## src/rtl/dtfb_pkg.sv

```systemverilog
`timescale 1ns / 1ps
// ----------------------------------------------------------------------------
// dtfb_pkg
// Shared types and constants of the depth-tested frame buffer.
// ----------------------------------------------------------------------------
package dtfb_pkg;

    localparam int DEF_MAX_WIDTH  = 256;
    localparam int DEF_MAX_HEIGHT = 256;

    localparam int ACTION_W  = 3;
    localparam int POS_W     = 12;
    localparam int DEPTH_W   = 24;
    localparam int CHAN_W    = 8;
    localparam int COLOR_W   = 4 * CHAN_W;
    localparam int CFG_W     = 9;
    localparam int CFG_IDX_W = 1;
    // wide enough for a register value and for the largest dimension (4096)
    localparam int DIM_W     = 13;

    localparam logic [DEPTH_W-1:0] DEPTH_MIN = {1'b1, {(DEPTH_W-1){1'b0}}};

    localparam logic [CFG_IDX_W-1:0] CFG_IMAGE_WIDTH  = 1'b0;
    localparam logic [CFG_IDX_W-1:0] CFG_IMAGE_HEIGHT = 1'b1;

    typedef enum logic [ACTION_W-1:0] {
        ACT_WR_COLOR = 3'd0,
        ACT_WR_BOTH  = 3'd1,
        ACT_READ     = 3'd2,
        ACT_TEST     = 3'd3,
        ACT_CLEAR    = 3'd4,
        ACT_FLIP     = 3'd5
    } t_action;

    // memory strobes from the sequencer
    typedef struct packed {
        logic color_we;
        logic depth_we;
        logic rd_en;
    } t_mem_ctl;

endpackage

```

## src/rtl/dtfb_geom.sv

```systemverilog
`timescale 1ns / 1ps
// ----------------------------------------------------------------------------
// dtfb_geom
// Image size registers, bounds check and the row-times-width multiplier.
// ----------------------------------------------------------------------------
module dtfb_geom
    import dtfb_pkg::*;
#(
    parameter int MAX_WIDTH  = DEF_MAX_WIDTH,
    parameter int MAX_HEIGHT = DEF_MAX_HEIGHT,
    parameter int WW         = $clog2(MAX_WIDTH + 1),
    parameter int HW         = $clog2(MAX_HEIGHT + 1)
) (
    input  logic                 i_clk,
    input  logic                 i_rst_n,
    input  logic                 i_cfg_valid,
    input  logic [CFG_IDX_W-1:0] i_cfg_index,
    input  logic [CFG_W-1:0]     i_cfg_data,
    input  logic [POS_W-1:0]     i_x,
    input  logic [POS_W-1:0]     i_y,
    input  logic [HW-1:0]        i_mul_row,
    output logic [WW-1:0]        o_eff_w,
    output logic [HW-1:0]        o_eff_h,
    output logic                 o_inside,
    output logic [WW+HW-1:0]     o_prod
);

    localparam int PW = WW + HW;

    logic [CFG_W-1:0] r_img_w;
    logic [CFG_W-1:0] r_img_h;
    logic [PW-1:0]    r_prod;
    logic [DIM_W-1:0] w_ext;
    logic [DIM_W-1:0] h_ext;
    logic [DIM_W-1:0] x_ext;
    logic [DIM_W-1:0] y_ext;

    always_ff @(posedge i_clk) begin
        if (!i_rst_n) begin
            r_img_w <= CFG_W'(256);
            r_img_h <= CFG_W'(256);
        end else if (i_cfg_valid) begin
            case (i_cfg_index)
                CFG_IMAGE_WIDTH:  r_img_w <= i_cfg_data;
                CFG_IMAGE_HEIGHT: r_img_h <= i_cfg_data;
                default: ;
            endcase
        end
    end

    always_comb begin
        w_ext   = DIM_W'(r_img_w);
        h_ext   = DIM_W'(r_img_h);
        o_eff_w = (w_ext > DIM_W'(MAX_WIDTH))  ? WW'(MAX_WIDTH)  : WW'(w_ext);
        o_eff_h = (h_ext > DIM_W'(MAX_HEIGHT)) ? HW'(MAX_HEIGHT) : HW'(h_ext);
        x_ext   = DIM_W'(i_x[POS_W-2:0]);
        y_ext   = DIM_W'(i_y[POS_W-2:0]);
        o_inside = !i_x[POS_W-1] && !i_y[POS_W-1]
                   && (x_ext < DIM_W'(o_eff_w)) && (y_ext < DIM_W'(o_eff_h));
    end

    always_ff @(posedge i_clk) begin
        r_prod <= PW'(i_mul_row) * PW'(o_eff_w);
    end

    assign o_prod = r_prod;

endmodule

```

## config.mk

```make
export PLATFORM = sky130hd
export DESIGN_NAME = dtfb_geom
export DESIGN_NICKNAME = d
export VERILOG_FILES = /design/src/rtl/dtfb_pkg.sv /design/src/rtl/dtfb_geom.sv
export SDC_FILE = /design/constraint.sdc
export NUM_CORES = 1
export LEC_CHECK = 0
export ABC_AREA = 1
export BUFFER_PORTS_ARGS = -buffer_cell sky130_fd_sc_hd__buf_2
export CAP_MARGIN = 15
export CORE_MARGIN = 8
export CORE_UTILIZATION = 53
export CTS_BUF_LIST = sky130_fd_sc_hd__clkbuf_8
export DETAILED_ROUTE_END_ITERATION = 12
export HOLD_SLACK_MARGIN = 0.03
export PLACE_DENSITY = 0.76
export SYNTH_ARGS = -nofsm -noshare
export SYNTH_HDL_FRONTEND = slang
export SYNTH_SLANG_ARGS = --single-unit
```

## constraint.sdc

```tcl
create_clock -name i_clk -period 4.4 [get_ports i_clk]
set_clock_uncertainty 0.2 [all_clocks]
set_input_delay 0.22 -clock i_clk [delete_from_list [all_inputs] [get_ports i_clk]]
set_output_delay 0.22 -clock i_clk [all_outputs]
set_load 0.03 [all_outputs]
```

# Yosys cells after proc, flatten, opt, wreduce, memory -nomap -nowiden
# Index checks and enable logic that the tools add are counted.
[op_classes] n_mul=1 n_lt_le_gt_ge=4 muxes=2 n_bitwise=1 n_reduce_logical=7
[ops] operator="< comparator 11 x 9 -> 1 bit" count=2
[ops] operator="> comparator 9 bit, second input constant" count=2
[ops] operator="multiplier 9 x 9 -> 18 bit" count=1
[ops] operator="two-way mux 9 bit" count=2
[ops] operator="AND reduction 2 bit" count=2
[ops] operator="logical AND 1 bit" count=3
[ops] operator="logical NOT 1 bit" count=2
[ops] operator="inverter 1 bit" count=1
[word_totals] reg_bits=36 output_inout_bits=37

# Longest topological paths before layout
# Gate-level depths: netlist (run 1).
[depth] word_depth=5 ltp_mapped=21 mapped_depth_nobuf=20

# Least setup slack after synthesis (run 1)
# OpenSTA, ideal clock, no wires.
[synth_timing] path_type="reg2reg" startpoint="register r_img_w[8]" endpoint="register r_prod[15] (netlist: o_prod[15])" setup_time_ps=113 arrival_time_ps=4078 required_time_ps=4087 slack_ps=9 path_stages_with_launch=22 path_buffers=1 cell_sequence="dfxtp_1 -> buf_6 -> inv_8 -> nand2_1 -> inv_1 -> nand2_1 -> fa_1 -> inv_1 -> fa_1 -> fa_1 -> inv_1 -> fa_1 -> inv_1 -> ha_1 -> nand2_1 -> inv_1 -> nand2_1 -> nand2_1 -> nand2_1 -> nand3_1 -> nand2_1 -> nand2_1"
[synth_via] elab_chain_cells=3
[synth_rtl] item="from (decl)" line="dtfb_geom.sv:30" source="logic [CFG_W-1:0] r_img_w;"
[synth_rtl] item="from (signal assigned)" line="dtfb_geom.sv:44" source="CFG_IMAGE_WIDTH: r_img_w <= i_cfg_data;"
[synth_rtl] item="> comparator 9 bit" line="dtfb_geom.sv:54" source="o_eff_w = (w_ext > DIM_W'(MAX_WIDTH)) ? WW'(MAX_WIDTH) : WW'(w_ext);"
[synth_rtl] item="two-way mux 9 bit" line="dtfb_geom.sv:54"
[synth_rtl] item="net o_eff_w[5]" line="dtfb_geom.sv:22" source="output logic [WW-1:0] o_eff_w,"
[synth_rtl] item="multiplier 9 x 9 -> 18 bit" line="dtfb_geom.sv:63" source="r_prod <= PW'(i_mul_row) * PW'(o_eff_w);"
[synth_rtl] item="to (signal assigned)" line="dtfb_geom.sv:63"
[synth_rtl] item="to (decl)" line="dtfb_geom.sv:32" source="logic [PW-1:0] r_prod;"
# The timed path passes the listed nets, and every way through them passes these cells.
# A chain may end at the register's enable or synchronous reset.

# Final worst setup path (run 1)
[layout_timing] startpoint="register r_img_w[8]" endpoint="register r_prod[16] (netlist: o_prod[16])"
[layout_via] elab_chain_cells=3
[layout_rtl] item="> comparator 9 bit" line="dtfb_geom.sv:54"
[layout_rtl] item="two-way mux 9 bit (*)" line="dtfb_geom.sv:54"
[layout_rtl] item="multiplier 9 x 9 -> 18 bit (*)" line="dtfb_geom.sv:63"
# Mark *: on every way between the ends. The rest lies on a longest branch, timed or not.

==> impl_metrics.yaml, run 1 <==
run_status:
  outcome: "finished clean"
job:
  drv_cap: 0
worst_hold_path:
  whs_path_depth: 2
  hold_path.class: "in2reg"
  worstHoldStart: "i_rst_n"
  hold_path_end: "r_img_w[8]"
sta:
  worstMarginPinSlew_ns: 0.609
  slew_headroom_pct: 59.2
  fmax_ghz: 0.238
  setup_viol: 0
  min_period_over_period_pct: 95.7
  hold_viol_final: 0
  finalCriticalPeriod_ns: 4.21
  report.final.slew_viol_count: 0
synthesis:
  netlist_top_cells_count: "inv_1 (130), nand2_1 (128), nor2_1 (91), ha_1 (54), fa_1 (50)"
  ys_warn_count: 0
  synth.most_common_cell: "inv_1"
  synth.distinct_cells: 29
  synth-edff-count: 0
  synth_nets: 726
  synthTopCellsByArea: "fa_1 (24%), dfxtp_1 (17%), ha_1 (16%)"
  async_flop_share_pct: 0
  synth_area_leader_cell: "fa_1"
  syn_area_per_cell_um2: 7.34
  ys_ff_latch: 36
  netlist_area_mm2: 0.00423
  synth_top_area_share_pct: 23.7
  synth_cells: 576
  synth_flop_cell: "dfxtp_1"
  seq_area_frac_synth_pct: 17.1
critical_path:
  critical_path.most_common_cell: "nand2_1"
  worstPathArrival_ns: 4.19
  rr_worst_depth: 19
  reg2reg_from: "r_img_w[8]"
  slowest_delay_ns: 0.55
  critPathLaunchType: "flip-flop"
  crit_path_max_fanout: 10
  cp_slowest_cell: "fa_1"
  end_kind: "flip-flop"
  crit_path_cell_trace: "inv_8 > nand2_2 > inv_1 > nand2_1 > fa_1 > inv_1 > fa_1 > fa_1 > inv_1 > fa_1 > inv_1 > ha_2 > nand2_1 > nand2_1 > nand2_1 > nand2_1 > nand2_1 > nand4_1 > nand2_1"
  worstPathRequired_ns: 4.39
  worst-setup-path-type: "reg2reg"
  rrSetupSlack_ns: 0.19
  reg2reg_to: "o_prod[16]"
grt:
  met2_usage_pct: 36.3
  grt_busiest_layer: "met2"
  grt_overflow: 0
  grt_pass1_wl_um: 19100
  use_met1_pct: 23.6
  gr-usage-met3_pct: 5.72
  grt_use_total_pct: 20.7
  grt_pass1_vias: 4176
  antenna_found_initial: 0
  grt_max_degree: 19
clock_tree:
  cts.sinks: 36
  path_clk_slew_ns: 0.07
  cts_made_buffers: 5
  htreeDepth: 2
  cts_setup_buffers: 0
  cts_tree: "done"
  cts.path.max_buffers: 2
  clock_latency_ns: 0.28
  cts_root_buffer: "clkbuf_8"
finish:
  layout-drive-gt1-share_pct: 20.2
  num_antenna_cells: 0
  fin_cells: 785
  fin_util_pct: 66.1
  syn_to_final_growth_pct: 20.8
  fin_nets: 832
floorplanning:
  die_x_um: 105
  dieArea_mm2: 0.0111
  pin_count: 83
  fp.coreArea_mm2: 0.00773
  die_h_um: 105
  start_util_pct: 54.7
  rows: 32
drt:
  drt-initial-drc-count: 150
  drc: 0
  num_vias: 3865
  wl_um: 10700
  wl_per_cell_um: 13.6
  firstDrtPassIters: 4
  vias_per_cell: 4.92
  antenna_left: 0
placement:
  io_buffers: 82
  dp_hpwl_um: 9250
  routabilityCongestion: 0.941
  dp_cells: 768
power:
  peakVddDrop_v: 0.000138
  leakage_nw: 3.13
  power.density_mw_per_mm2: 192
[critical path, delay by kind of cell (launching register included)]
family	cells	cell delay [ns]
adders and majority gates	5	2.40
buffers and inverters	5	0.38
DFF	1	0.35
and+or+nand+nor	9	0.76
[logic make-up after synthesis]
| group | after synthesis | synth area share, % |
|---|---|---|
| AOI/OAI and AO/OA | 35 | 4.47 |
| DFF | 36 | 17.1 |
| adders and majority gates | 104 | 39.7 |
| and+or+nand+nor | 254 | 24.4 |
| xor gates and xnor gates | 8 | 1.66 |
| buffers and inverters | 139 | 12.8 |
[flip-flops by register name (all words and copies together), names as in the netlist]
| name | count |
|---|---|
| o_prod | 18 |
| r_img_h | 9 |
| r_img_w | 9 |
[placed cells by master (no fill, tap or decap)]
cell type        n
inv_8            1
o211ai_1         2
nand2_4          4
nor2_1          89
ha_1            50
nand3_1         18
inv_1          126
a21oi_1         11
nand3_2          2
bufinv_16        1
nand4_1          4
dlygate4sd3_1    9
ha_4             1
nand2_1        123
xnor2_1          4
nand2_2          9
dfxtp_1         35
clkbuf_8         5
nor2_2           3
xor2_1           4
fa_1            50
o21ai_1          1
dfxtp_2          1
a21oi_2          3
o21bai_1         1
and2_1           1
inv_2            6
buf_4           14
ha_2             3
nor2_4           1
o21bai_2         1
buf_2           82
clkinv_1         1
o21ai_0         16
clkinv_2         1
[routing by layer]
layer	up-vias	routed length, um
met5	-	0
met4	0	315
met3	26	724
met2	122	5310
met1	1788	4320
li1	1929	-
[power breakdown]
part / internal (mW) / leakage (nW) / switching, mW
logic: 0.121 / 2.77 / 0.214
registers: 0.356 / 0.297 / 0.0139
clock network: 0.166 / 0.0593 / 0.113
[layout make-up]
type | count | area [um^2]
Multi-Input combinational cell | 401 | 3040
Fill cell | 700 | 2620
Sequential cell | 36 | 722
Timing Repair Buffer | 105 | 606
Inverter | 133 | 507
Tap cell | 102 | 128
Clock buffer | 5 | 68.8
Clock inverter | 3 | 38.8
[through the flow]
| step | total power, mW | cell area [um^2] | setup WS, ns | hold slack (ns) | TNS [ns] |
|---|---|---|---|---|---|
| final | 0.983 | 5100 | 0.191 | 0.0762 | 0 |
| after global placement | 0.692 | 4840 | 0.146 | 0.267 | 0 |
| after detailed placement | 0.699 | 4840 | 0.0603 | 0.268 | 0 |
| after global routing | 1.06 | 5100 | -0.00205 | 0.0788 | -0.00205 |
| after floorplan | 0.593 | 4230 | 0.00919 | 0.150 | 0 |
| after CTS | 0.984 | 5030 | 0.0535 | 0.0700 | 0 |
[what timing repair did]
action	in CTS	in global routing
resized for setup	0	25
hold buffers	9	0
setup endpoints to repair	0	10
endpoints found under the hold margin	12	0
[worst max-delay path by stage]
stage	cells after the start	to	startpoint	slack (ns)
2_1_floorplan	21	o_prod[15]	r_img_w[8]	0.009
3_3_place_gp	20	o_prod[17]	r_img_w[8]	0.15
3_5_place_dp	20	o_prod[17]	r_img_w[8]	0.06
4_1_cts	20	o_prod[17]	r_img_w[8]	0.05
5_1_grt	19	o_prod[16]	r_img_w[8]	-0.002
6_report	19	o_prod[16]	r_img_w[8]	0.19
No activity file was read; power rests on OpenSTA's default activity.
==> run 2: changes to the inputs <==
Settings changed: BUFFER_PORTS_ARGS -buffer_cell sky130_fd_sc_hd__buf_2 to unset, CORE_UTILIZATION 53 to 55, DONT_BUFFER_PORTS set to 1, PLACE_DENSITY 0.76 to 0.69.
==> run 2 against run 1 <==
Net effect:
- cell count shrank 9.2%
- power shrank 3.8%
- routed wire length shrank 4.9%
- first-iteration DRC count grew 4.0%
- count of clock-buffer cells in the layout is the same
- die area shrank 3.1%
- largest cell class unchanged
- largest power group unchanged
==> impl_metrics.yaml, run 2 (synthesis results as in run 1) <==
critical_path:
  rr_worst_depth: 19
  worstPathArrival_ns: 4.14
  crit_buf_inv: 5
  critPathLaunchType: "flip-flop"
  crit_start: "r_img_w[8]"
  worst-path-stages: 19
  worstPathRequired_ns: 4.39
  cp_slowest_cell: "fa_1"
  worst-setup-path-type: "reg2reg"
  reg2reg_from: "r_img_w[8]"
  crit_path_cell_trace: "inv_8 > nand2_1 > inv_2 > nand2_1 > fa_1 > inv_1 > fa_1 > inv_1 > fa_1 > fa_1 > inv_1 > ha_2 > nand2_2 > nor2_2 > nand2_1 > nand3_2 > nand2_2 > nand3_1 > nand2_1"
  end_kind: "flip-flop"
  worst_path_dominant_cell_family: "adder cells"
  slowest_delay_ns: 0.54
  rrSetupSlack_ns: 0.25
  crit_path_max_fanout: 10
  reg2reg_to: "o_prod[17]"
finish:
  layout-drive-gt1-share_pct: 10.1
  fin_util_pct: 63.1
  final_common_cell: "inv_1"
  num_antenna_cells: 0
  nFillCells: 691
  largest_register_ffs: 18
  syn_to_final_growth_pct: 13.0
  fin_nets: 760
  layout_common_cells: "inv_1 (125), nand2_1 (124), nor2_1 (88), fa_1 (50), ha_1 (49)"
sta:
  finalCriticalPeriod_ns: 4.15
  slew_headroom_pct: 60.6
  whs_ns: 0.0667
  report.final.slew_viol_count: 0
  hold_viol_final: 0
  fmax_ghz: 0.241
  worstMarginPinSlew_ns: 0.589
  setup_viol: 0
  min_period_over_period_pct: 94.3
worst_hold_path:
  hold_path.class: "in2reg"
  hold_path_end: "r_img_w[8]"
  whs_path_depth: 3
  worstHoldStart: "i_cfg_index"
grt:
  antenna_found_initial: 0
  grt_overflow: 0
  grt_pass1_wl_um: 17700
  grt_use_total_pct: 20.1
  grt_pass1_vias: 3816
  grt_max_degree: 19
drt:
  firstDrtPassIters: 4
  drc: 0
  wl_um: 10200
  wl_per_cell_um: 14.2
  num_vias: 3600
  vias_per_cell: 5.05
  antenna_left: 0
  drt-initial-drc-count: 156
placement:
  routabilityCongestion: 0.888
  dp_hpwl_um: 8570
  io_buffers: 0
power:
  power.density_mw_per_mm2: 198
  power_uw: 946
  leakage_nw: 2.78
  peakVddDrop_v: 0.000109
clock_tree:
  cts_root_buffer: "clkbuf_8"
  cts.sinks: 36
  cts_tree: "done"
  clock_latency_ns: 0.29
  cts.path.max_buffers: 2
  cts_made_buffers: 5
  htreeDepth: 2
  path_clk_slew_ns: 0.07
job:
  drv_cap: 0
floorplanning:
  start_util_pct: 55.9
  pin_count: 83
  dieArea_mm2: 0.0107
  die_h_um: 104
  die_x_um: 104
  fp.coreArea_mm2: 0.00757
  rows: 32
run_status:
  outcome: "finished clean"
==> run 2: cell count changes in the layout (fill, tap and decap cells not counted), sizes merged <==
cell / change
buf: -75
clkinvlp: +1
dlygate4sd3: +3
inv: -1
==> run 2: worst min-delay path: stages <==
cell and delay (ns):
nor2_1 0.11, nand2_1 0.09, o211ai_1 0.08
==> run 2: cell type report <==
class / instances / area [um^2] / share of cell area (%)
clock buffer: 5 / 68.8 / 1.44
clock inverter: 3 / 38.8 / 0.812
inverter: 133 / 510 / 10.7
multi-input combinational: 401 / 3030 / 63.5
sequential: 36 / 722 / 15.1
tap: 102 / 128 / 2.67
timing repair buffer: 33 / 278 / 5.82
==> run 2: through the flow <==
stage | setup slack, ns | instances | TNS (ns) | cell area [um^2]
after floorplan | 0.00919 | 576 | 0 | 4230
after global placement | 0.0976 | 692 | 0 | 4470
after detailed placement | 0.0646 | 692 | 0 | 4470
after CTS | 0.0387 | 712 | 0 | 4700
after global routing | -0.00601 | 713 | -0.00601 | 4780
final | 0.250 | 713 | 0 | 4780
==> run 2: per-layer routing <==
metal	up-vias	GRT usage (%)	share of wire (%)
met5	-	0	0
met4	0	9.20	3.7
met3	27	4.40	5.6
met2	101	36.4	51
met1	1686	21.9	40
li1	1786	-	-
==> run 2: worst max path at each step <==
stage	end
after floorplan	o_prod[15]
after global placement	o_prod[17]
after detailed placement	o_prod[17]
after CTS	o_prod[17]
after global routing	o_prod[17]
final	o_prod[17]
==> run 2: report_power, final <==
part / leakage [nW] / total [mW] / internal, mW / switching (mW)
Combinational: 2.42 / 0.249 / 0.0975 / 0.151
Clock: 0.0593 / 0.286 / 0.166 / 0.120
Sequential: 0.297 / 0.410 / 0.356 / 0.0544
Total: 2.78 / 0.946 / 0.619 / 0.326
==> run 2: what timing repair did <==
action	in CTS	in global routing
hold buffers	12	0
resized for setup	0	22
endpoints found under the hold margin	19	0
setup buffers	0	1
endpoints found under the setup margin	0	9
