[src/rtl/dtfb_pkg.sv]
`timescale 1ns / 1ps
// ----------------------------------------------------------------------------
// dtfb_pkg
// Shared types and constants of the depth-tested frame buffer.
// ----------------------------------------------------------------------------
package dtfb_pkg;

    localparam int DEF_MAX_WIDTH  = 256;
    localparam int DEF_MAX_HEIGHT = 256;

    localparam int ACTION_W  = 3;
    localparam int POS_W     = 12;
    localparam int DEPTH_W   = 24;
    localparam int CHAN_W    = 8;
    localparam int COLOR_W   = 4 * CHAN_W;
    localparam int CFG_W     = 9;
    localparam int CFG_IDX_W = 1;
    // wide enough for a register value and for the largest dimension (4096)
    localparam int DIM_W     = 13;

    localparam logic [DEPTH_W-1:0] DEPTH_MIN = {1'b1, {(DEPTH_W-1){1'b0}}};

    localparam logic [CFG_IDX_W-1:0] CFG_IMAGE_WIDTH  = 1'b0;
    localparam logic [CFG_IDX_W-1:0] CFG_IMAGE_HEIGHT = 1'b1;

    typedef enum logic [ACTION_W-1:0] {
        ACT_WR_COLOR = 3'd0,
        ACT_WR_BOTH  = 3'd1,
        ACT_READ     = 3'd2,
        ACT_TEST     = 3'd3,
        ACT_CLEAR    = 3'd4,
        ACT_FLIP     = 3'd5
    } t_action;

    // memory strobes from the sequencer
    typedef struct packed {
        logic color_we;
        logic depth_we;
        logic rd_en;
    } t_mem_ctl;

endpackage

[src/rtl/dtfb_ctrl.sv]
`timescale 1ns / 1ps
// ----------------------------------------------------------------------------
// dtfb_ctrl
// Request sequencer: pixel access, clear sweep and vertical flip sweep.
// ----------------------------------------------------------------------------
module dtfb_ctrl
    import dtfb_pkg::*;
#(
    parameter int MAX_WIDTH  = DEF_MAX_WIDTH,
    parameter int MAX_HEIGHT = DEF_MAX_HEIGHT,
    parameter int WW         = $clog2(MAX_WIDTH + 1),
    parameter int HW         = $clog2(MAX_HEIGHT + 1),
    parameter int DEPTH      = MAX_WIDTH * MAX_HEIGHT,
    parameter int AW         = (DEPTH > 1) ? $clog2(DEPTH) : 1
) (
    input  logic                i_clk,
    input  logic                i_rst_n,
    input  logic                i_start,
    output logic                o_busy,
    input  logic [ACTION_W-1:0] i_action,
    input  logic [POS_W-1:0]    i_pos_x,
    input  logic [POS_W-1:0]    i_pos_y,
    input  logic [DEPTH_W-1:0]  i_depth,
    input  logic [COLOR_W-1:0]  i_color,
    // geometry unit
    output logic [POS_W-1:0]    o_x,
    output logic [POS_W-1:0]    o_y,
    output logic [HW-1:0]       o_mul_row,
    input  logic [WW-1:0]       i_eff_w,
    input  logic [HW-1:0]       i_eff_h,
    input  logic                i_inside,
    input  logic [WW+HW-1:0]    i_prod,
    // memories
    output t_mem_ctl            o_mem,
    output logic [AW-1:0]       o_wr_addr,
    output logic [AW-1:0]       o_rd_addr,
    output logic [COLOR_W-1:0]  o_wr_color,
    output logic [DEPTH_W-1:0]  o_wr_depth,
    input  logic [COLOR_W-1:0]  i_rd_color,
    input  logic [DEPTH_W-1:0]  i_rd_depth,
    // result
    output logic                o_done,
    output logic [COLOR_W-1:0]  o_rd_color,
    output logic                o_closer,
    output logic                o_inside_res
);

    localparam logic [AW-1:0] CLR_LAST = AW'(DEPTH - 1);

    typedef enum logic [9:0] {
        S_CLEAR   = 10'b00_0000_0001,
        S_IDLE    = 10'b00_0000_0010,
        S_MUL     = 10'b00_0000_0100,
        S_ACC     = 10'b00_0000_1000,
        S_RESP    = 10'b00_0001_0000,
        S_FL_INIT = 10'b00_0010_0000,
        S_FL_BASE = 10'b00_0100_0000,
        S_FL_A    = 10'b00_1000_0000,
        S_FL_B    = 10'b01_0000_0000,
        S_FL_WA   = 10'b10_0000_0000
    } t_state;

    // write-back of the bottom pixel closes a flip step
    logic r_fl_wb, n_fl_wb;

    t_state               r_state, n_state;
    t_action              r_act, n_act;
    logic [POS_W-1:0]     r_x, n_x;
    logic [POS_W-1:0]     r_y, n_y;
    logic [DEPTH_W-1:0]   r_z, n_z;
    logic [COLOR_W-1:0]   r_color, n_color;
    logic                 r_ins, n_ins;
    logic                 r_clr_item, n_clr_item;
    logic [AW-1:0]        r_cnt, n_cnt;
    logic [AW-1:0]        r_bot, n_bot;
    logic [WW-1:0]        r_fx, n_fx;
    logic [HW-1:0]        r_fj, n_fj;
    logic [COLOR_W-1:0]   r_tmp, n_tmp;
    logic                 r_done, n_done;
    logic [COLOR_W-1:0]   r_rd_color, n_rd_color;
    logic                 r_closer, n_closer;
    logic                 r_inside_res, n_inside_res;

    logic [HW-1:0]        half_h;
    logic [AW-1:0]        pix_addr;
    logic                 accept;

    assign half_h   = i_eff_h >> 1;
    assign pix_addr = AW'(i_prod) + AW'(r_x[POS_W-2:0]);
    assign accept   = i_start && (r_state == S_IDLE) && !r_fl_wb;

    always_comb begin
        n_state      = r_state;
        n_act        = r_act;
        n_x          = r_x;
        n_y          = r_y;
        n_z          = r_z;
        n_color      = r_color;
        n_ins        = r_ins;
        n_clr_item   = r_clr_item;
        n_cnt        = r_cnt;
        n_bot        = r_bot;
        n_fx         = r_fx;
        n_fj         = r_fj;
        n_tmp        = r_tmp;
        n_fl_wb      = 1'b0;
        n_done       = 1'b0;
        n_rd_color   = r_rd_color;
        n_closer     = r_closer;
        n_inside_res = r_inside_res;
        o_mul_row    = '0;
        o_mem        = '0;
        o_wr_addr    = pix_addr;
        o_rd_addr    = pix_addr;
        o_wr_color   = r_color;
        o_wr_depth   = r_z;

        if (r_fl_wb) begin
            // second half of a swap: bottom pixel takes the saved top color
            o_wr_addr      = r_bot;
            o_wr_color     = r_tmp;
            o_mem.color_we = 1'b1;
            n_cnt          = r_cnt + AW'(1);
            n_state        = S_FL_A;
            if (r_fx == i_eff_w - WW'(1)) begin
                n_fx  = '0;
                n_fj  = r_fj + HW'(1);
                n_bot = r_bot + AW'(1) - AW'({i_eff_w, 1'b0});
                if (r_fj == half_h - HW'(1)) begin
                    n_state      = S_IDLE;
                    n_done       = 1'b1;
                    n_rd_color   = '0;
                    n_closer     = 1'b0;
                    n_inside_res = 1'b0;
                end
            end else begin
                n_fx  = r_fx + WW'(1);
                n_bot = r_bot + AW'(1);
            end
        end else begin
            case (r_state)
                S_CLEAR: begin
                    o_wr_addr      = r_cnt;
                    o_wr_color     = '0;
                    o_wr_depth     = DEPTH_MIN;
                    o_mem.color_we = 1'b1;
                    o_mem.depth_we = 1'b1;
                    n_cnt          = r_cnt + AW'(1);
                    if (r_cnt == CLR_LAST) begin
                        n_state    = S_IDLE;
                        n_clr_item = 1'b0;
                        if (r_clr_item) begin
                            n_done       = 1'b1;
                            n_rd_color   = '0;
                            n_closer     = 1'b0;
                            n_inside_res = 1'b0;
                        end
                    end
                end
                S_IDLE: begin
                    if (i_start) begin
                        n_act   = t_action'(i_action);
                        n_x     = i_pos_x;
                        n_y     = i_pos_y;
                        n_z     = i_depth;
                        n_color = i_color;
                        case (t_action'(i_action))
                            ACT_WR_COLOR, ACT_WR_BOTH, ACT_READ, ACT_TEST: begin
                                n_state = S_MUL;
                            end
                            ACT_CLEAR: begin
                                n_state    = S_CLEAR;
                                n_cnt      = '0;
                                n_clr_item = 1'b1;
                            end
                            ACT_FLIP: begin
                                n_state = S_FL_INIT;
                            end
                            default: begin
                                // unused codes: zero result, no state change
                                n_done       = 1'b1;
                                n_rd_color   = '0;
                                n_closer     = 1'b0;
                                n_inside_res = 1'b0;
                            end
                        endcase
                    end
                end
                S_MUL: begin
                    o_mul_row = HW'(r_y[POS_W-2:0]);
                    n_ins     = i_inside;
                    n_state   = S_ACC;
                end
                S_ACC: begin
                    case (r_act)
                        ACT_WR_COLOR, ACT_WR_BOTH: begin
                            o_mem.color_we = r_ins;
                            o_mem.depth_we = r_ins && (r_act == ACT_WR_BOTH);
                            n_state        = S_IDLE;
                            n_done         = 1'b1;
                            n_rd_color     = '0;
                            n_closer       = 1'b0;
                            n_inside_res   = r_ins;
                        end
                        default: begin
                            o_mem.rd_en = 1'b1;
                            n_state     = S_RESP;
                        end
                    endcase
                end
                S_RESP: begin
                    n_state      = S_IDLE;
                    n_done       = 1'b1;
                    n_rd_color   = (r_act == ACT_READ && r_ins) ? i_rd_color : '0;
                    n_closer     = (r_act == ACT_TEST) && r_ins
                                   && ($signed(i_rd_depth) < $signed(r_z));
                    n_inside_res = r_ins;
                end
                S_FL_INIT: begin
                    o_mul_row = i_eff_h - HW'(1);
                    if (i_eff_w == '0 || half_h == '0) begin
                        n_state      = S_IDLE;
                        n_done       = 1'b1;
                        n_rd_color   = '0;
                        n_closer     = 1'b0;
                        n_inside_res = 1'b0;
                    end else begin
                        n_state = S_FL_BASE;
                    end
                end
                S_FL_BASE: begin
                    // bottom row base (h-1)*w comes out of the multiplier
                    n_bot   = AW'(i_prod);
                    n_cnt   = '0;
                    n_fx    = '0;
                    n_fj    = '0;
                    n_state = S_FL_A;
                end
                S_FL_A: begin
                    o_rd_addr   = r_cnt;
                    o_mem.rd_en = 1'b1;
                    n_state     = S_FL_B;
                end
                S_FL_B: begin
                    o_rd_addr   = r_bot;
                    o_mem.rd_en = 1'b1;
                    n_tmp       = i_rd_color;
                    n_state     = S_FL_WA;
                end
                S_FL_WA: begin
                    o_wr_addr      = r_cnt;
                    o_wr_color     = i_rd_color;
                    o_mem.color_we = 1'b1;
                    n_fl_wb        = 1'b1;
                end
                default: begin
                    n_state = S_IDLE;
                end
            endcase
        end
    end

    always_ff @(posedge i_clk) begin
        if (!i_rst_n) begin
            r_state    <= S_CLEAR;
            r_cnt      <= '0;
            r_clr_item <= 1'b0;
            r_fl_wb    <= 1'b0;
            r_done     <= 1'b0;
        end else begin
            r_state    <= n_state;
            r_cnt      <= n_cnt;
            r_clr_item <= n_clr_item;
            r_fl_wb    <= n_fl_wb;
            r_done     <= n_done;
        end
    end

    always_ff @(posedge i_clk) begin
        r_act        <= n_act;
        r_x          <= n_x;
        r_y          <= n_y;
        r_z          <= n_z;
        r_color      <= n_color;
        r_ins        <= n_ins;
        r_bot        <= n_bot;
        r_fx         <= n_fx;
        r_fj         <= n_fj;
        r_tmp        <= n_tmp;
        r_rd_color   <= n_rd_color;
        r_closer     <= n_closer;
        r_inside_res <= n_inside_res;
    end

    assign o_busy       = (r_state != S_IDLE) || r_fl_wb;
    assign o_x          = r_x;
    assign o_y          = r_y;
    assign o_done       = r_done;
    assign o_rd_color   = r_rd_color;
    assign o_closer     = r_closer;
    assign o_inside_res = r_inside_res;

    // a result only leaves when the sequencer has come back to idle
    a_done_idle: assert property (@(posedge i_clk) disable iff (!i_rst_n)
        r_done |-> (r_state == S_IDLE) && !r_fl_wb)
        else $error("result strobe outside idle");

    // no memory write while waiting for a request
    a_idle_no_write: assert property (@(posedge i_clk) disable iff (!i_rst_n)
        (r_state == S_IDLE && !r_fl_wb) |-> !o_mem.color_we && !o_mem.depth_we)
        else $error("memory write in idle");

    // flip swaps always pair an upper pixel with a lower one
    a_flip_order: assert property (@(posedge i_clk) disable iff (!i_rst_n)
        (r_state == S_FL_A) |-> (r_cnt < r_bot))
        else $error("flip pair out of order");

    // pixel writes answer after the S_MUL and S_ACC states
    a_write_latency: assert property (@(posedge i_clk) disable iff (!i_rst_n)
        (accept && (i_action == ACT_WR_COLOR || i_action == ACT_WR_BOTH))
        |-> ##3 r_done)
        else $error("write result late");

    // reads and depth tests answer after the S_MUL, S_ACC and S_RESP states
    a_read_latency: assert property (@(posedge i_clk) disable iff (!i_rst_n)
        (accept && (i_action == ACT_READ || i_action == ACT_TEST)) |-> ##4 r_done)
        else $error("read result late");

endmodule

[config.mk]
export PLATFORM = sky130hd
export DESIGN_NAME = dtfb_ctrl
export DESIGN_NICKNAME = d
export VERILOG_FILES = /design/src/rtl/dtfb_pkg.sv /design/src/rtl/dtfb_ctrl.sv
export SDC_FILE = /design/constraint.sdc
export NUM_CORES = 1
export LEC_CHECK = 0
export ABC_AREA = 1
export BUFFER_PORTS_ARGS = -buffer_cell sky130_fd_sc_hd__buf_2
export CORE_UTILIZATION = 30
export DETAILED_ROUTE_END_ITERATION = 12
export GPL_ROUTABILITY_DRIVEN = 1
export HOLD_SLACK_MARGIN = 0.03
export SLEW_MARGIN = 20
export SYNTH_ARGS = -nofsm -noshare
export SYNTH_HDL_FRONTEND = slang
export SYNTH_SLANG_ARGS = --single-unit
[constraint.sdc]
create_clock -name i_clk -period 9.2 [get_ports i_clk]
set_clock_uncertainty 0.1 [all_clocks]
set_input_delay 1.38 -clock i_clk [delete_from_list [all_inputs] [get_ports i_clk]]
set_output_delay 1.38 -clock i_clk [all_outputs]
set_load 0.01 [all_outputs]
After elaboration in Yosys (flattened, before gate mapping) --
Cells that the tools add are included.
Word-level totals: register bits after elaboration 213, latch bits 0, bits in writable memories 0, ROM bits 0, input bits 179, output and inout bits 160, logic and storage cells 171, memories kept 0
Operators by class: add/sub/neg operators 9, multiply operators 0, divide/modulo/power cells 0, $lt $le $gt $ge 1, equality and inequality tests 36, shift-type cells 0, multiplexer cells 77, bitwise logic cells 2, reduce and logical (&&, ||, !) cells 28
Operators with widths (number):
- $mux 32 | 11
- $pmux 32 s5 | 1
- $mux 16 | 9
- $pmux 10 s9 | 1
- $pmux 32 s2 | 1
- $mux 9 | 6
- $mux 24 | 2
- $pmux 16 s3 | 1
- $add 16x1->16 const B | 2
- $pmux 16 s2 | 1
- $mux 10 | 3
- $pmux 10 s3 | 1
- $mux 1 | 26
- $lt 24x24->1 | 1
- $add 9x1->9 const B | 2
- $eq 9x9->1 | 2
- $logic_not 9->1 | 2
- $pmux 9 s2 | 1
- $sub 9x1->9 const B | 2
- $add 16x11->16 | 1
- $eq 16x16->1 const B | 1
- $mux 8 | 2
- $sub 16x10->16 | 1
- $ne 3x3->1 const B | 5
- other kinds (39) | 68

Depth between registers and ports, before layout --
Gate-level depths: netlist of run 1.
depth after elaboration 6, depth in mapped cells 19, mapped depth without buffers 19

Least setup slack after synthesis of run 1 --
Ideal clock, no wire load.
path kind input to register, from input i_start, to register r_x[0] (netlist: o_x[0]) (enable), setup time 0.525 ns, arrival time 4.862 ns, data required time 8.575 ns, path slack 3.713 ns, stages 2, path buffers 0, path through inv_1 -> nor2_1
Between the ends: longest elaborated chain between the ends 1
RTL lines:
- start, declared | RTL line dtfb_ctrl.sv:18 | input logic i_start,
- $reduce_and 3->1 (no line)
- end signal, assigned | RTL line dtfb_ctrl.sv:281 | r_x <= n_x;
- end, declared | RTL line dtfb_ctrl.sv:68 | logic [POS_W-1:0] r_x, n_x;
No other way between the ends. A chain may end at the register's enable or synchronous reset.

Worst setup path in the final report of run 1 --
from register r_fl_wb, to output o_wr_depth[16]
Between the ends: longest elaborated chain between the ends 1
RTL lines:
- start, declared | RTL line dtfb_ctrl.sv:64 | logic r_fl_wb, n_fl_wb;
- start signal, assigned | RTL line dtfb_ctrl.sv:274 | r_fl_wb <= n_fl_wb;
- $mux 24 | RTL line dtfb_ctrl.sv:118 | if (r_fl_wb) begin
- end, declared | RTL line dtfb_ctrl.sv:38 | output logic [DEPTH_W-1:0] o_wr_depth,
No other way between the ends.

==> out/qor.yml, run 1 <==
worst_setup_path:
  path_delay_family: "buffers and inverters"
  critPathMostFrequentCell: "nand2_1"
  crit_buf_inv: 4
  r2r_cells: 11
  worstPathRequired_ns: 7.72
  startpoint_type: "flip-flop"
  worstReg2RegStart: "r_fl_wb$_SDFF_PP0_"
  startpoint: "r_fl_wb$_SDFF_PP0_"
  crit_arrival_ns: 3.73
  slowest_stage: "nand2_1"
  path_cells: "buf_4 -> clkinv_1 -> nand2_1 -> nand2_1 -> inv_1 -> buf_2"
  cp-end-kind: "primary output"
  critPathMaxFanout: 44
  slowest_delay_ns: 0.89
  critical_path_class: "reg2out"
  path_depth: 6
synthesis:
  synth_seq_cells: 213
  synth_ff_type: "edfxtp_1"
  syn_avg_cell_area_um2: 8.433
  synth-seq-area-share_pct: 48.89
  synth_area_mm2: 0.01249
  synth-edff-count: 184
  async_reset_ff_share_pct: 0
  ys_types: 49
  yosysWarnings: 0
  syn_nets: 1713
  syn-instance-count: 1481
global_route:
  grt_max_degree: 55
  globalRouteOverflowTotal: 0
  antenna_found_initial: 1
  grtUsageTotal_pct: 18.00
  first_global_vias: 10860
  grt_pass1_wl_um: 59020
clock_tree:
  h-tree-depth: 1
  ctsLongestPathBuffers: 3
  root_buffer: "clkbuf_16"
  postCtsSetupBuffers: 0
  ctsHoldBuffers: 0
  numCtsBuffers: 27
  cts_sinks: 213
  path_clk_slew_ns: 0.05
  cts_resized: 0
  cts_tree: "built"
  worstSkewPairLatency_ns: 0.56
run:
  cap_violations: 0
pwr:
  power.share.combinational_pct: 21.9
  totalPowerFinal_mw: 2.764
  power_frac_clock_pct: 37.5
  leakage_nw: 7.180
  power-per-cell-area_mw_per_mm2: 176.9
  ir_drop_mv: 0.1358
  p_switching_mw: 0.8535
  intPower_mw: 1.911
  pwr-share-seq_pct: 40.6
  p_sw_share_pct: 30.88
timing:
  layout_setup_ws_ns: 3.993
  min_period_ns: 5.207
  tns_ns: 0
  setup_viol_count_final: 0
  relSlewSlack_pct: 30.51
  post-route-period-util_pct: 56.59
  slew_violations: 0
  finalHoldViolations: 0
  tightest_slew_ns: 1.040
  fmax_mhz: 192.1
  hold_slack_ns: 0.3766
  rsz0062_at_grt: "false"
place:
  port_buffers: 336
  pre_cts_slack_ns: 4.212
  hpwl_um: 30210
  place_congestion: 0.9049
route:
  drc: 0
  first_iter_violations: 666
  viasPerCell: 4.824
  wire_per_inst_um: 16.74
  final_antenna_net_count: 0
  wl_um: 39740
  firstDrtPassIters: 5
  num_vias: 11450
die:
  die_area_mm2: 0.04245
  core_area_mm2: 0.04092
  rows: 74
  start_util_pct: 30.52
  die_h_um: 206.0
  boundaryPins: 339
  floorplan.die.width_um: 206.0
cells_and_area:
  seq_area_mm2: 0.006110
  final.fill_count: 4232
  nNetsFinal: 2055
  syn2layout_area_growth_pct: 25.11
  antenna_cells: 0
  drive_gt1_share_pct: 23.45
  multi_input_area_mm2: 0.005351
outcome:
  status: "finished clean"
hold_path:
  min_from: "r_clr_item$_SDFFE_PN0P_"
  hold_class: "reg2reg"
  hold_depth: 2
-- metal layers --
layer | vias up | wire, um | GRT usage, %
li1 | 5630 | - | -
met1 | 5338 | 16740 | 22.26
met2 | 428 | 18980 | 31.69
met3 | 53 | 3103 | 3.863
met4 | 2 | 901 | 4.280
met5 | - | 16 | 0
-- cell families (layout without fill, tap and decap cells) --
logic type | count (synthesis) | in the layout | synth area share (%)
xor+xnor | 44 | 44 | 3.086
flops | 213 | 213 | 48.89
fa+ha+maj | 53 | 53 | 5.430
simple gates | 684 | 684 | 23.35
buf+inv | 267 | 628 | 8.385
compound gates | 220 | 220 | 10.86
-- cell usage after synthesis (2+ instances only) --
| master | n | area, um2 |
|---|---|---|
| nor2_2 | 6 | 37.54 |
| ha_1 | 51 | 638.1 |
| dfxtp_1 | 29 | 580.6 |
| nand2_4 | 3 | 33.78 |
| nand4_1 | 21 | 131.4 |
| inv_2 | 4 | 15.01 |
| o21ai_2 | 3 | 26.28 |
| fa_1 | 2 | 40.04 |
| nand2_2 | 10 | 62.56 |
| edfxtp_1 | 184 | 5525 |
| a31oi_1 | 4 | 25.02 |
| o21ai_0 | 69 | 345.3 |
| xor2_1 | 29 | 254.0 |
| clkbuf_1 | 20 | 75.07 |
| buf_2 | 9 | 45.04 |
| o221ai_1 | 14 | 122.6 |
| or2_2 | 3 | 18.77 |
| a21oi_1 | 61 | 305.3 |
| o2111ai_1 | 2 | 17.52 |
| nand2_1 | 374 | 1404 |
| nor3_1 | 22 | 110.1 |
| xnor2_1 | 15 | 131.4 |
| nand3_1 | 68 | 340.3 |
| a21o_1 | 2 | 15.01 |
| nand3_2 | 2 | 20.02 |
| clkinv_1 | 2 | 7.510 |
| o21bai_1 | 4 | 30.03 |
| nand3b_1 | 10 | 75.07 |
| o31ai_1 | 2 | 15.01 |
| o22ai_1 | 6 | 37.54 |
| nor3_4 | 2 | 32.53 |
| inv_1 | 226 | 848.3 |
| nor2_4 | 2 | 22.52 |
| nor2_1 | 152 | 570.6 |
| buf_6 | 2 | 22.52 |
| nor4_1 | 6 | 37.54 |
| o211ai_1 | 44 | 330.3 |
| a32o_1 | 2 | 20.02 |
| a21oi_2 | 4 | 35.03 |
-- state kept, by name, summed over array words and instances (netlist names), 10 cells and up --
| signal | cells |
|---|---|
| r_color | 32 |
| r_cnt | 16 |
| r_state | 10 |
| o_rd_color | 32 |
| r_z | 24 |
| r_tmp | 32 |
| o_x | 12 |
| o_y | 12 |
| r_bot | 16 |
-- power by group through the flow --
stage / combinational (mW) / clock [mW] / sequential (mW)
4_1_cts: 0.610 / 1.07 / 1.12
6_report: 0.606 / 1.04 / 1.12
5_1_grt: 0.677 / 1.10 / 1.13
2_1_floorplan: 0.335 / 0 / 1.16
3_5_place_dp: 0.607 / 0 / 1.14
3_3_place_gp: 0.603 / 0 / 1.14
-- layout make-up --
class	count	area share, %
sequential	213	39.10
clock inverter	15	0.8167
multi-input combinational	1001	34.25
clock buffer	33	4.668
timing repair buffer	346	11.24
tap	532	4.260
inverter	234	5.669
-- worst paths after layout --
| path | end | slack [ns] |
|---|---|---|
| max | o_wr_depth[16] | 3.99 |
| min | r_clr_item$_SDFFE_PN0P_ | 0.38 |
| max reg2reg | o_rd_color[25]$_SDFFCE_PP0P_ | 4.97 |
| min reg2reg | r_clr_item$_SDFFE_PN0P_ | 0.38 |
-- cell usage in the layout (no fill, tap or decap), types with 29 or more instances in the layout --
master,count
ha_1,51
nor2_1,150
edfxtp_1,184
xor2_1,29
nand2_1,374
buf_2,336
inv_1,226
nand3_1,68
o211ai_1,44
a21oi_1,61
o21ai_0,69
-- metrics by stage --
step | instances | util (%) | instance area [um2]
floorplan | 1481 | - | 12490
global placement | 2326 | 36.09 | 14770
detailed placement | 2326 | 36.09 | 14770
CTS | 2374 | 38.18 | 15630
global route | 2374 | 38.18 | 15630
finish | 2374 | 38.18 | 15630
-- worst reg2reg max path: cells and delay by family (launching register included) --
family                 cells  cell delay (ns)
DFF                        1             0.65
and+or+nand+nor            5             0.97
buffers and inverters      6             2.11
Note: power is estimated with default switching activity, not from simulation.
==> run 2, diff against run 1 <==
ABC_AREA = 0   (was 1)
clock period = 5.45 ns   (was 9.2 ns; I/O delays follow)
==> out/qor.yml, run 2 <==
outcome:
  status: "finished clean"
die:
  start_util_pct: 30.55
  die_h_um: 200.8
  core_area_mm2: 0.03883
  rows: 72
  die_area_mm2: 0.04034
  boundaryPins: 339
  floorplan.die.width_um: 200.8
route:
  num_vias: 9995
  viasPerCell: 4.965
  drc: 0
  wire_per_inst_um: 18.09
  wl_um: 36420
  final_antenna_net_count: 0
  firstDrtPassIters: 5
  first_iter_violations: 632
worst_setup_path:
  cp-end-kind: "primary output"
  worstPathRequired_ns: 4.53
  worstReg2RegStart: "r_bot[1]$_DFFE_PN_"
  critical_path_class: "reg2out"
  path_cells: "nor4_1 -> nand3_1 -> nor3_4 -> buf_4 -> or2_2 -> a21oi_1 -> o21ai_0 -> buf_2"
  startpoint_type: "flip-flop"
  crit_arrival_ns: 3.47
  critPathMaxFanout: 36
  r2r_slack_ns: 1.99
  timing.rr.end: "r_bot[12]$_DFFE_PN_"
  slowest_delay_ns: 0.56
  slowest_stage: "or2_2"
  startpoint: "r_state[0]$_SDFFE_PN1P_"
  crit_buf_inv: 2
  path_delay_family: "simple AND/OR/NAND/NOR gates"
  r2r_cells: 13
synthesis:
  ys_types: 71
  syn_nets: 1382
  synth_most_common_cell: "edfxtp_1"
  synth.largest_area_cell: "edfxtp_1"
  synth-seq-area-share_pct: 51.48
  yosysTopAreaCellShare_pct: 46.58
  synth-edff-count: 184
  syn-instance-count: 1150
  synthTopCellsByCount: "edfxtp_1, nor2_1, nand2_1"
  synth_seq_cells: 213
  yosysWarnings: 0
  synthTopCellsByArea: "edfxtp_1, ha_1, dfxtp_1"
  syn_avg_cell_area_um2: 10.31
  synth_area_mm2: 0.01186
  async_reset_ff_share_pct: 0
  synth_ff_type: "edfxtp_1"
pwr:
  totalPowerFinal_mw: 4.567
  p_switching_mw: 1.231
  leakage_nw: 6.134
  intPower_mw: 3.336
  power.share.combinational_pct: 17.3
  pwr-share-seq_pct: 40.2
  power_frac_clock_pct: 42.5
  p_sw_share_pct: 26.95
  power-per-cell-area_mw_per_mm2: 303.0
  ir_drop_mv: 0.2534
hold_path:
  hold_class: "in2reg"
  hold_depth: 1
  min_from: "i_pos_y[7]"
  hold_path_end: "o_y[7]$_DFFE_PP_"
timing:
  setup_viol_count_final: 0
  post-route-period-util_pct: 80.51
  slew_violations: 0
  rsz0062_at_grt: "false"
  min_period_ns: 4.388
  relSlewSlack_pct: 31.88
  finalHoldViolations: 0
  fmax_mhz: 227.9
  tns_ns: 0
  tightest_slew_ns: 1.021
clock_tree:
  postCtsSetupBuffers: 0
  h-tree-depth: 1
  numCtsBuffers: 26
  ctsLongestPathBuffers: 3
  root_buffer: "clkbuf_16"
  cts_tree: "built"
  path_clk_slew_ns: 0.06
  cts_resized: 0
  worstSkewPairLatency_ns: 0.55
  cts_sinks: 213
  ctsHoldBuffers: 0
cells_and_area:
  mostFrequentLayoutCells: "buf_2, edfxtp_1, nor2_1, nand2_1, o21ai_0"
  final.fill_count: 3852
  final_common_cell: "buf_2"
  syn2layout_area_growth_pct: 27.08
  drive_gt1_share_pct: 27.86
  fin_cells: 2013
  nNetsFinal: 1706
global_route:
  antenna_found_initial: 5
  globalRouteOverflowTotal: 0
  grtUsageMet3_pct: 3.312
  grtUsageTotal_pct: 17.50
  first_global_vias: 9948
  grt_max_degree: 68
  use_met2_pct: 29.45
  grt_pass1_wl_um: 55680
  met1_usage_pct: 22.46
  grt.busiest_layer: "met2"
place:
  place_inst: 1964
  port_buffers: 336
  hpwl_um: 26650
  place_congestion: 0.8752
run:
  cap_violations: 0
==> run 2: changes by cell type in the layout (fill, tap and decap cells not counted), sizes merged, moves of 27 or more <==
| cell | change |
|---|---|
| xnor2 | +28 |
| a21oi | -27 |
| and2 | +40 |
| nand2 | -282 |
| nor2 | -48 |
| a22oi | +47 |
| o211ai | -39 |
| inv | -179 |
| nand3 | -32 |
==> run 2: through the flow <==
step	instance area [um2]	hold WS [ns]	util (%)	worst slack (ns)
CTS	15070	0.3046	38.81	1.051
floorplan	11860	0.3238	-	0.6881
global route	15070	0.3128	38.81	0.7059
global placement	14110	0.3414	36.35	1.248
finish	15070	0.3430	38.82	1.062
detailed placement	14120	0.3500	36.36	1.236
==> run 2: metal layers <==
metal	up-vias	part of all wire, %
met3	67	6.1
met4	4	3.1
li1	4856	-
met2	379	47
met5	-	0.080
met1	4689	44
==> run 2: power groups by stage <==
stage                     registers, mW  clock network (mW)  logic, mW
after floorplan                    1.87                   0      0.428
after global placement             1.87                   0      0.782
after detailed placement           1.87                   0      0.792
after CTS                          1.84                1.99      0.797
after global routing               1.84                2.04      0.872
final                              1.84                1.94      0.790
==> run 2: worst max path at each step <==
stage / end / slack, ns / cells past startpoint
after floorplan: o_closer$_SDFFCE_PP0P_ / 0.69 / 8
after global placement: o_wr_addr[13] / 1.25 / 9
after detailed placement: o_wr_addr[13] / 1.24 / 9
after CTS: o_wr_addr[2] / 1.05 / 8
after global routing: o_wr_addr[2] / 0.71 / 8
final: o_wr_addr[2] / 1.06 / 8
==> run 2: area by class of cell <==
| class | instances | area, um2 | share of cell area [%] |
|---|---|---|---|
| diodes | 2 | 5.005 | 0.03320 |
| multi-input cells | 831 | 5391 | 35.77 |
| clock inverters | 18 | 265.3 | 1.760 |
| inverters | 55 | 206.4 | 1.370 |
| repair buffers | 347 | 1764 | 11.70 |
| well taps | 518 | 648.1 | 4.300 |
| flip-flops and latches | 213 | 6110 | 40.53 |
| clock buffers | 29 | 683.2 | 4.532 |
==> run 2: cells by family after synthesis <==
family                   count (synthesis)  share of synthesized area (%)
AND/OR/NAND/NOR                        423                          17.99
AO/OA/AOI/OAI                          254                          13.79
flip-flops                             213                          51.48
buffers and inverters                  106                          3.397
XOR/XNOR                                90                          6.646
adder cells (fa/ha/maj)                 53                          5.717
multiplexers                            11                         0.9915
==> run 3, diff against run 2 <==
clock period = 4 ns   (was 5.45 ns; I/O delays follow)
==> out/qor.yml, run 3 (synthesis gave the netlist of run 2 again) <==
clock_tree:
  h-tree-depth: 1
  root_buffer: "clkbuf_16"
  postCtsSetupBuffers: 0
  path_clk_slew_ns: 0.07
  worstSkewPairLatency_ns: 0.56
  numCtsBuffers: 27
  cts_tree: "built"
  cts_sinks: 213
  ctsLongestPathBuffers: 3
cells_and_area:
  antenna_cells: 0
  drive_gt1_share_pct: 28.75
  fin_cells: 2017
  mostFrequentLayoutCells: "buf_2, edfxtp_1, nor2_1, nand2_1, o21ai_0"
  nNetsFinal: 1712
  final.fill_count: 3853
  syn2layout_area_growth_pct: 27.84
  multi_input_area_mm2: 0.005430
  seq_area_mm2: 0.006110
  final_common_cell: "buf_2"
pwr:
  pwr-share-seq_pct: 40.6
  power.share.combinational_pct: 18.2
  power-per-cell-area_mw_per_mm2: 405.8
  intPower_mw: 4.416
  p_sw_share_pct: 28.24
  leakage_nw: 6.169
  ir_drop_mv: 0.2940
  p_switching_mw: 1.738
  power_frac_clock_pct: 41.1
timing:
  hold_slack_ns: 0.1102
  tns_ns: 0
  layout_setup_ws_ns: 0.1304
  setup_viol_count_final: 0
  min_period_ns: 3.870
  finalHoldViolations: 0
  relSlewSlack_pct: 32.10
  post-route-period-util_pct: 96.74
  fmax_mhz: 258.4
  slew_violations: 0
  tightest_slew_ns: 1.017
route:
  routed.top_layer: "met5"
  viasPerCell: 4.987
  first_iter_violations: 591
  wire_per_inst_um: 18.18
  final_antenna_net_count: 0
  num_vias: 10060
  met2_length_um: 17270
  firstDrtPassIters: 5
  wl_met1_um: 16040
  drc: 0
  met3WireLength_um: 2148
  wl_um: 36670
worst_setup_path:
  startpoint_type: "flip-flop"
  worstReg2RegStart: "r_bot[1]$_DFFE_PN_"
  r2r_slack_ns: 0.52
  critical_path_class: "reg2out"
  timing.rr.end: "r_bot[12]$_DFFE_PN_"
  startpoint: "o_x[6]$_DFFE_PP_"
  worstPathRequired_ns: 3.30
  critPathMaxFanout: 4
  r2r_cells: 13
  crit_arrival_ns: 3.17
  cp-end-kind: "primary output"
place:
  pre_cts_slack_ns: 0.1572
  place_inst: 1969
  place_congestion: 0.8989
  hpwl_um: 26780
  port_buffers: 336
global_route:
  grt_max_degree: 67
  first_global_vias: 9917
  grt_pass1_wl_um: 56400
  globalRouteOverflowTotal: 0
  grtUsageTotal_pct: 17.76
  antenna_found_initial: 3
die:
  die_area_mm2: 0.04034
  rows: 72
  die_h_um: 200.8
  core_area_mm2: 0.03883
  start_util_pct: 30.55
  boundaryPins: 339
  floorplan.die.width_um: 200.8
hold_path:
  hold_class: "in2reg"
  hold_depth: 1
  hold_path_end: "r_color[5]$_DFFE_PP_"
  min_from: "i_color[5]"
outcome:
  status: "finished clean"
run:
  cap_violations: 0
## run 3: cell count changes in the layout (fill, tap and decap cells not counted), sizes merged
cell / delta
diode: -2
buf: +5
bufinv: -4
inv: +3
clkbuf: +1
clkinvlp: +1
## run 3: worst max-delay path by stage
stage / endpoint / depth (start not counted)
after global placement: o_wr_addr[13] / 9
after CTS: o_wr_addr[13] / 8
final: o_wr_addr[13] / 8
after global routing: o_wr_addr[13] / 8
after floorplan: o_x[0]$_DFFE_PP_ / 6
after detailed placement: o_wr_addr[13] / 9
## run 3: through the flow
| step | util, % | area [um2] | power, mW |
|---|---|---|---|
| 2_1_floorplan | - | 11870 | 3.136 |
| 3_3_place_gp | 36.55 | 14190 | 3.649 |
| 3_5_place_dp | 36.55 | 14190 | 3.659 |
| 4_1_cts | 38.94 | 15120 | 6.211 |
| 5_1_grt | 39.05 | 15160 | 6.404 |
| 6_report | 39.05 | 15160 | 6.153 |
## run 3: layer usage
| metal | vias to the layer above | global-route usage, % |
|---|---|---|
| met2 | 337 | 29.56 |
| met5 | - | 0 |
| li1 | 4864 | - |
| met1 | 4783 | 23.02 |
| met4 | 4 | 6.761 |
| met3 | 70 | 2.987 |
## run 3: cell type report
class | count | share of cell area (%)
clock inverters | 18 | 1.271
repair buffers | 352 | 12.18
flip-flops and latches | 213 | 40.29
inverters | 55 | 1.361
clock buffers | 30 | 4.811
well taps | 518 | 4.274
multi-input cells | 831 | 35.81
## run 3: critical path, cell delays in order (launching register included)
cell and delay (ns):
edfxtp_1 0.40, ha_1 0.37, a2111oi_2 0.42, o21ai_2 0.15, a21oi_2 0.26, nor3_1 0.13
or4b_2 0.65, nand3_1 0.09, buf_2 0.13
## run 3: power groups by stage
stage | Combinational (mW) | Sequential [mW] | Clock [mW]
after global placement | 1.10 | 2.55 | 0
after CTS | 1.12 | 2.50 | 2.59
after floorplan | 0.584 | 2.55 | 0
after global routing | 1.23 | 2.51 | 2.66
final | 1.12 | 2.50 | 2.53
after detailed placement | 1.11 | 2.55 | 0
## run 3: repair_timing
| action | CTS | global route |
|---|---|---|
| hold endpoints to repair | 0 | 0 |
| gates resized for setup | 3 | 11 |
| pin swaps | 0 | 1 |
| setup endpoints to repair | 3 | 43 |
| hold buffers | 0 | 0 |
